### src/design/rme_pkg.sv
// Shared constants and a helper function for the RAM machine executor.
package rme_pkg;

  localparam int RegCount  = 64;
  localparam int ProgDepth = 1024;
  localparam int RegAw     = $clog2(RegCount);
  localparam int PcW       = 10;

  localparam logic [3:0] OP_LOAD  = 4'd0;
  localparam logic [3:0] OP_STORE = 4'd1;
  localparam logic [3:0] OP_ADD   = 4'd2;
  localparam logic [3:0] OP_SUB   = 4'd3;
  localparam logic [3:0] OP_MULT  = 4'd4;
  localparam logic [3:0] OP_DIV   = 4'd5;
  localparam logic [3:0] OP_READ  = 4'd6;
  localparam logic [3:0] OP_WRITE = 4'd7;
  localparam logic [3:0] OP_JUMP  = 4'd8;
  localparam logic [3:0] OP_JGTZ  = 4'd9;
  localparam logic [3:0] OP_JZERO = 4'd10;
  localparam logic [3:0] OP_HALT  = 4'd11;

  localparam logic [1:0] MODE_IMM   = 2'd0;
  localparam logic [1:0] MODE_DIR   = 2'd1;
  localparam logic [1:0] MODE_IND   = 2'd2;
  localparam logic [1:0] MODE_LABEL = 2'd3;

  localparam logic [2:0] ST_OK       = 3'd0;
  localparam logic [2:0] ST_BAD_MODE = 3'd1;
  localparam logic [2:0] ST_IMM_ST   = 3'd2;
  localparam logic [2:0] ST_IMM_RD   = 3'd3;
  localparam logic [2:0] ST_WR_ACC   = 3'd4;
  localparam logic [2:0] ST_DIV_ZERO = 3'd5;
  localparam logic [2:0] ST_HALTED   = 3'd6;
  localparam logic [2:0] ST_BAD_IDX  = 3'd7;

  // index in range of the register file
  function automatic logic good_reg(input logic signed [31:0] i);
    return (i >= 0) && (i < RegCount);
  endfunction

endpackage

### src/design/rme_div.sv
// Iterative signed 32-bit divider, one quotient bit per cycle, truncating.
module rme_div (
  input  logic        clk,
  input  logic        rst,
  input  logic        start,
  input  logic [31:0] dividend,
  input  logic [31:0] divisor,
  output logic        done,
  output logic [31:0] quotient
);
  import rme_pkg::*;

  logic [31:0] rem;
  logic [31:0] quo;
  logic [31:0] dvs;
  logic        neg;
  logic        busy;
  logic [5:0]  cnt;
  logic [32:0] trial;

  assign trial = {rem[31:0], quo[31]} - {1'b0, dvs};

  // restoring division on magnitudes
  always_ff @(posedge clk) begin
    if (rst) begin
      busy <= 1'b0;
      done <= 1'b0;
      cnt  <= '0;
    end else begin
      done <= 1'b0;
      if (start) begin
        busy <= 1'b1;
        cnt  <= 6'd32;
        rem  <= '0;
        quo  <= dividend[31] ? 32'(-dividend) : dividend;
        dvs  <= divisor[31] ? 32'(-divisor) : divisor;
        neg  <= dividend[31] ^ divisor[31];
      end else if (busy) begin
        if (!trial[32]) begin
          rem <= trial[31:0];
          quo <= {quo[30:0], 1'b1};
        end else begin
          rem <= {rem[30:0], quo[31]};
          quo <= {quo[30:0], 1'b0};
        end
        cnt <= cnt - 6'd1;
        if (cnt == 6'd1) begin
          busy <= 1'b0;
          done <= 1'b1;
        end
      end
    end
  end

  assign quotient = neg ? 32'(-quo) : quo;
endmodule

### config.mk
export PLATFORM = sky130hd
export DESIGN_NAME = rme_div
export DESIGN_NICKNAME = d
export VERILOG_FILES = /design/src/design/rme_pkg.sv /design/src/design/rme_div.sv
export SDC_FILE = /design/constraint.sdc
export NUM_CORES = 1
export LEC_CHECK = 0
export BUFFER_PORTS_ARGS = -buffer_cell sky130_fd_sc_hd__buf_2
export CORE_UTILIZATION = 30
export CTS_BUF_LIST = sky130_fd_sc_hd__clkbuf_8 sky130_fd_sc_hd__clkbuf_16
export CTS_CLUSTER_SIZE = 24
export DETAILED_ROUTE_END_ITERATION = 8
export GPL_TIMING_DRIVEN = 0
export SLEW_MARGIN = 20
export SYNTH_ARGS = -nofsm -noshare
export SYNTH_HDL_FRONTEND = slang
export SYNTH_SLANG_ARGS = --single-unit
### constraint.sdc
create_clock -name clk -period 12.57 [get_ports clk]
set_input_delay 0.6285 -clock clk [delete_from_list [all_inputs] [get_ports clk]]
set_output_delay 0.6285 -clock clk [all_outputs]
set_load 0.02 [all_outputs]
==> results of run 1 <==
==> cell usage in the layout (no fill, tap or decap), types with 4 or more instances in the layout <==
| master | n |
|---|---|
| a21boi_0 | 4 |
| a21o_1 | 10 |
| a21oi_1 | 57 |
| a31oi_1 | 6 |
| and3_1 | 8 |
| buf_2 | 102 |
| clkbuf_1 | 23 |
| clkbuf_16 | 9 |
| dfxtp_1 | 8 |
| edfxtp_1 | 97 |
| ha_1 | 37 |
| inv_1 | 53 |
| mux2_2 | 6 |
| mux2i_1 | 31 |
| nand2_1 | 65 |
| nand2b_1 | 17 |
| nand3_1 | 8 |
| nand3b_1 | 6 |
| nand4_1 | 5 |
| nor2_1 | 87 |
| nor2b_1 | 5 |
| nor3_1 | 13 |
| nor4_1 | 5 |
| o21a_1 | 8 |
| o21ai_0 | 41 |
| o31ai_1 | 22 |
| o41ai_1 | 14 |
| or2_2 | 9 |
| or3_1 | 5 |
| or4_1 | 14 |
| xnor2_1 | 72 |
| xor2_1 | 51 |
==> report_power, final <==
group / internal [mW] / switching [mW]
sequential: 0.424 / 0.0211
combinational: 0.156 / 0.219
clock: 0.179 / 0.143
total: 0.759 / 0.383
==> cell type report <==
class                           instances  share of cell area (%)
Clock inverter                          7                    1.16
Buffer                                 28                    1.24
Clock buffer                            9                    2.46
Sequential cell                       105                    33.5
Antenna cell                            1                  0.0273
Tap cell                              330                    4.51
Timing Repair Buffer                  101                    6.17
Inverter                               53                    2.17
Multi-Input combinational cell        647                    48.7
==> per-stage QoR <==
step / power [mW] / util (%)
final: 1.14 / 36.1
after global routing: 1.20 / 36.1
after CTS: 1.15 / 36.1
after detailed placement: 0.826 / 34.8
after global placement: 0.820 / 34.4
after floorplan: 0.722 / -
==> flip-flops by register name, summed over array words and instances, names as in the netlist <==
name and flops:
dvs 32, quo 32, rem 32, cnt 6, busy 1, done 1
neg 1
==> worst max path at each step <==
stage                 start      end  slack (ns)
finish              quo[31]  rem[27]        8.36
CTS                 quo[31]  rem[27]        8.34
floorplan             start   quo[0]        8.17
global placement      start  quo[25]        6.45
global route        quo[31]  rem[27]        7.96
detailed placement  quo[31]  rem[27]        8.37
==> cell families (layout without fill, tap and decap cells) <==
kind of cell	after synthesis	in the layout
muxes	37	37
DFF	105	105
and+or+nand+nor	262	262
other	0	1
adders and majority gates	38	38
xor gates and xnor gates	123	123
AOI/OAI and AO/OA	187	187
buffers and inverters	81	198
==> synthesized netlist by cell type, types with 8 or more instances <==
cell type  count
a21o_1        10
a21oi_1       57
and3_1         8
clkbuf_1      23
dfxtp_1        8
edfxtp_1      97
ha_1          37
inv_1         53
mux2i_1       31
nand2_1       65
nand2b_1      17
nand3_1        8
nor2_1        88
nor3_1        13
o21a_1         8
o21ai_0       41
o31ai_1       22
o41ai_1       14
or2_2          9
or4_1         14
xnor2_1       72
xor2_1        51
==> per-layer routing <==
layer | part of all wire [%] | routed length, um
met5 | 0 | 0
met4 | 1.6 | 317
met3 | 4.1 | 824
met2 | 50 | 9960
met1 | 45 | 8990
==> results.yml, run 1 <==
status:
  status: "finished, final reports clean"
timing:
  finalCriticalPeriod_ns: 4.21
  finalWorstSetupSlack_ns: 8.36
  finalSetupViolations: 0
  rsz0062_at_grt: "false"
  min_period_over_period_pct: 33.5
  worst_pin_slew_ns: 1.13
  slew_viol_final: 0
  setup_tns_ns: 0
  max_slew_margin_pct: 24.2
  skew_ns: 0.0127
  hold_viol: 0
  max_freq_mhz: 237
  whs_ns: 0.481
detailed_routing:
  dr.pass1.iters: 4
  final_antenna_net_count: 0
  routedWlPerCell_um: 15.7
  drcViolationCount: 0
  drt-initial-drc-count: 344
  dr_total_vias: 6414
  routed_wl_um: 20100
  viasPerCell: 5.01
global_routing:
  grt_use_met2_pct: 26.9
  grt_pass1_wl_um: 32200
  first_global_vias: 6297
  use_met3_pct: 2.31
  use_met1_pct: 19.5
  track_usage_pct: 15.4
  top_usage_layer: "met2"
  grt_max_degree: 27
  grt-ovfl-total: 0
  antenna_found_initial: 1
synth:
  synth_edf_count: 97
  yosys_register_bits: 105
  synth_top_family_by_area: "simple AND/OR/NAND/NOR gates"
  synthArstFlopShare_pct: 0
  synth.distinct_cells: 59
  synth_nets: 938
  synth_top_area_cell: "edfxtp_1"
  synthSimpleGateAreaFrac_pct: 16.5
  synthMuxAreaShare_pct: 4.82
  synth_compound_area_share_pct: 15.5
  syn_area_mm2: 0.00783
  synth_top_area_share_pct: 37.2
  synth_cells: 833
  ys_warn_count: 0
  synth_xor_xnor_area_share_pct: 13.8
  synthAdderAreaFrac_pct: 6.17
  synth_area_leaders: "edfxtp_1 37%, xnor2_1 8.0%, ha_1 5.9%"
  avgSynthCellArea_um2: 9.40
  ys.flop_type: "edfxtp_1"
  ys_seq_area_share_pct: 39.2
hold_path:
  hold_class: "primary input to flop"
  hold_start: "divisor[0]"
  hold_end: "dvs[0]"
  hold_depth: 1
cts:
  clkSlewWorstSetupHoldPaths_ns: 0.08
  tritoncts: "built"
  cts_buffer_depth: 2
  clk_latency_ns: 0.36
  cts_setup_buffers: 0
  holdBufCountCts: 0
  cts_root_buf: "clkbuf_16"
  cts.sinks: 105
  cts_made_buffers: 9
  cts_resized: 0
  htree_levels: 3
floorplanning:
  die_x_um: 164
  design.core.area_mm2: 0.0254
  dieHeight_um: 164
  io-pin-count: 100
  rows: 58
  fp.dieArea_mm2: 0.0268
  start_util_pct: 30.8
placed_design:
  hpwlAfterDp_um: 15600
  gp_congestion: 0.853
  io_buffers: 98
  dp.cells: 1264
  place_area_mm2: 0.00883
  dp_slack_ns: 8.37
finish:
  fin_area_mm2: 0.00916
  register_area_mm2: 0.00307
  finalNetCount: 1050
  fin_cells: 1281
  drive_gt1_share_pct: 15.7
  nFillCells: 2629
  multi_input_area_mm2: 0.00446
  syn_to_final_growth_pct: 16.9
critical_path:
  critPathTopFamily: "compound AO/OA/AOI/OAI gates"
  arrival_ns: 4.30
  r2r_setup_slack_ns: 8.36
  path_depth: 14
  end_kind: "flop"
  path_cells: "inv_1 > ha_1 > fa_1 > nand2b_1 > a21o_1 > a21oi_1 > a31oi_1 > o21ai_0 > a21oi_1 > nor3_1 > buf_2 > buf_2 > mux2i_1 > nor2_1"
  r2r-start: "quo[31]"
  r2r_cells: 14
  critical_path_class: "flop to flop"
  worstPathRequired_ns: 12.66
  cp_max_fo: 10
  worstSetupStartpointType: "flop"
  slowest_stage: "o21ai_0"
  r2r-end: "rem[27]"
  path_buf_inv: 3
  cp_slowest_stage_delay_ns: 0.55
power_and_ir_drop:
  powerDensity_mw_per_mm2: 125
  ir_drop_v: 0.0000712
  leakagePower_nw: 3.62
flow_run:
  cap_violations: 0
No activity file was read; power rests on OpenSTA's default activity.
==> run 2, diff against run 1 <==
--- a/config.mk
+++ b/config.mk
@@ -5,6 +5,7 @@
 export SDC_FILE = /design/constraint.sdc
 export NUM_CORES = 1
 export LEC_CHECK = 0
+export ABC_AREA = 1
 export BUFFER_PORTS_ARGS = -buffer_cell sky130_fd_sc_hd__buf_2
 export CORE_UTILIZATION = 30
 export CTS_BUF_LIST = sky130_fd_sc_hd__clkbuf_8 sky130_fd_sc_hd__clkbuf_16
==> constraint.sdc (replaced) <==
create_clock -name clk -period 4.3 [get_ports clk]
set_input_delay 0.215 -clock clk [delete_from_list [all_inputs] [get_ports clk]]
set_output_delay 0.215 -clock clk [all_outputs]
set_load 0.02 [all_outputs]
==> run 2 against run 1 <==
Setup slack worse by 7.0 ns. Non-clock buffer count shrank 2. Register-to-register slack lost 6.9 ns. Synthesized cell count is 71% higher. Critical path type is now flop to primary output. Largest power group is now combinational logic.
==> results.yml, run 2 <==
power_and_ir_drop:
  powerDensity_mw_per_mm2: 367
  ir_drop_v: 0.000219
  leakagePower_nw: 5.55
  report.power.total_mw: 3.98
critical_path:
  r2r_setup_slack_ns: 1.50
  worstSetupStartpointType: "flop"
  critPathTopFamily: "simple AND/OR/NAND/NOR gates"
  path_common_cell: "nand3_1"
  r2r-start: "quo[31]"
  cp_slowest_stage_delay_ns: 0.45
  cp_max_fo: 4
  path_depth: 11
  path_buf_inv: 2
  slowest_stage: "edfxtp_1"
  path_cells: "inv_1 > ha_1 > nand3_1 > nor2_1 > nand3_1 > nor2_2 > nand3_1 > o21ai_1 > nand2_1 > xor2_1 > buf_2"
  worstPathRequired_ns: 4.09
  r2r_cells: 17
  r2r-end: "rem[30]"
  end_kind: "primary output"
  critical_path_class: "flop to primary output"
  arrival_ns: 2.76
synth:
  synthAdderAreaFrac_pct: 5.13
  ys.flop_type: "edfxtp_1"
  synth_commonest_cells: "438 x nand2_1, 260 x inv_1, 181 x nor2_1"
  synthArstFlopShare_pct: 0
  synth_nets: 1532
  synth_edf_count: 97
  synthMuxAreaShare_pct: 0
  synth_top_family_by_area: "simple AND/OR/NAND/NOR gates"
  synth.distinct_cells: 40
  yosys_register_bits: 105
  synth_area_leaders: "edfxtp_1 31%, nand2_1 17%, inv_1 10%"
  synthSimpleGateAreaFrac_pct: 35.2
  synth_cells: 1427
  synth_top_area_cell: "edfxtp_1"
  synth_most_common_cell: "nand2_1"
  ys_warn_count: 0
  synth_compound_area_share_pct: 6.77
  ys_seq_area_share_pct: 32.6
  synth_top_area_share_pct: 30.9
  syn_area_mm2: 0.00942
  synth_xor_xnor_area_share_pct: 8.18
  avgSynthCellArea_um2: 6.60
global_routing:
  antenna_found_initial: 3
  grt_pass1_wl_um: 43600
  grt-ovfl-total: 0
  first_global_vias: 8720
  track_usage_pct: 17.6
  grt_max_degree: 52
finish:
  syn_to_final_growth_pct: 15.1
  register_area_mm2: 0.00307
  layout_commonest_cell: "nand2_1"
  multi_input_area_mm2: 0.00522
  finalNetCount: 1644
  nFillCells: 3306
  layout_common_cells: "437 x nand2_1, 260 x inv_1, 180 x nor2_1, 99 x buf_2, 97 x edfxtp_1"
  biggestRegsByFlops: "dvs: 32 flops, quo: 32 flops, rem: 32 flops"
  drive_gt1_share_pct: 10.3
flow_run:
  cap_violations: 0
timing:
  slew_viol_final: 0
  finalCriticalPeriod_ns: 2.97
  max_slew_margin_pct: 49.7
  worst_pin_slew_ns: 0.754
  min_period_over_period_pct: 69.1
  hold_viol: 0
  max_freq_mhz: 337
  rsz0062_at_grt: "false"
  skew_ns: 0.0120
  finalSetupViolations: 0
  setup_tns_ns: 0
hold_path:
  hold_end: "dvs[0]"
  hold_depth: 1
  hold_start: "divisor[0]"
  hold_class: "primary input to flop"
floorplanning:
  design.core.area_mm2: 0.0307
  rows: 64
  start_util_pct: 30.6
  dieHeight_um: 179
  fp.dieArea_mm2: 0.0321
  io-pin-count: 100
  die_x_um: 179
cts:
  cts.sinks: 105
  cts_made_buffers: 9
  cts_buffer_depth: 2
  clkSlewWorstSetupHoldPaths_ns: 0.08
  cts_resized: 0
  cts_root_buf: "clkbuf_16"
  htree_levels: 3
  tritoncts: "built"
  holdBufCountCts: 0
  cts_setup_buffers: 0
  clk_latency_ns: 0.37
detailed_routing:
  final_antenna_net_count: 0
  routed_wl_um: 27100
  dr.pass1.iters: 5
  dr_total_vias: 8987
  viasPerCell: 4.63
  drt-initial-drc-count: 624
  drcViolationCount: 0
  routedWlPerCell_um: 13.9
status:
  status: "finished, final reports clean"
placed_design:
  io_buffers: 99
  hpwlAfterDp_um: 22400
  gp_congestion: 0.926
-- run 2: worst max-delay path by stage --
| stage | end | slack [ns] | from |
|---|---|---|---|
| 6_report | quotient[28] | 1.33 | quo[0] |
| 5_1_grt | quotient[28] | 1.15 | quo[0] |
| 4_1_cts | quotient[28] | 1.29 | quo[0] |
| 3_5_place_dp | rem[30] | 1.56 | quo[31] |
| 3_3_place_gp | rem[22] | -1.77 | start |
| 2_1_floorplan | quo[0] | 0.30 | start |
-- run 2: layout make-up --
cell class	count	area share, %
sequential	105	28.4
buffer	26	1.35
inverter	265	9.18
tap	396	4.57
antenna	2	0.0462
multi-input combinational	1031	48.2
timing repair buffer	101	5.08
clock inverter	7	1.17
clock buffer	9	2.08
-- run 2: through the flow --
| step | hold WS, ns | instance area [um^2] | util (%) | cells | worst slack, ns |
|---|---|---|---|---|---|
| 2_1_floorplan | 0.314 | 9420 | - | 1427 | 0.301 |
| 3_3_place_gp | 0.418 | 10400 | 33.9 | 1922 | -1.77 |
| 3_5_place_dp | 0.424 | 10500 | 34.1 | 1924 | 1.56 |
| 4_1_cts | 0.0402 | 10800 | 35.2 | 1940 | 1.29 |
| 5_1_grt | 0.0425 | 10800 | 35.2 | 1941 | 1.15 |
| 6_report | 0.0575 | 10800 | 35.2 | 1942 | 1.33 |
-- run 2: logic make-up (layout without fill, tap and decap cells) --
logic type,count (synthesis),after routing
other,0,2
AOI/OAI and AO/OA,118,118
and+or+nand+nor,787,787
xor gates and xnor gates,88,88
buffers and inverters,291,408
DFF,105,105
adders and majority gates,38,38
-- run 2: where the power goes --
part | switching (mW) | total (mW) | internal (mW)
Sequential | 0.0761 | 1.35 | 1.28
Clock | 0.420 | 0.997 | 0.577
Combinational | 1.08 | 1.63 | 0.557
-- run 2: worst register-to-register path, cell delays in order, from the launching register on --
cell      delay [ns]
edfxtp_1        0.32
inv_1           0.13
ha_1            0.27
fa_1            0.42
inv_1           0.11
nand2_1         0.08
nand2_1         0.10
nand2_1         0.10
o21bai_1        0.33
nand2_1         0.09
nand2_1         0.15
nand2_1         0.13
nand2_1         0.09
nand2_1         0.05
nand2_1         0.06
nand2_1         0.06
nand2_1         0.06
inv_1           0.03
-- run 2: per-layer routing --
layer  track usage (%)  vias up  part of all wire [%]  routed length (um)
met5                 0        -                 0.030                   8
met4              6.90        2                   2.8                 767
met3              2.01       39                   3.8                1020
met2              29.6      209                    46               12500
met1              22.9     4056                    47               12800
li1                  -     4681                     -                   -
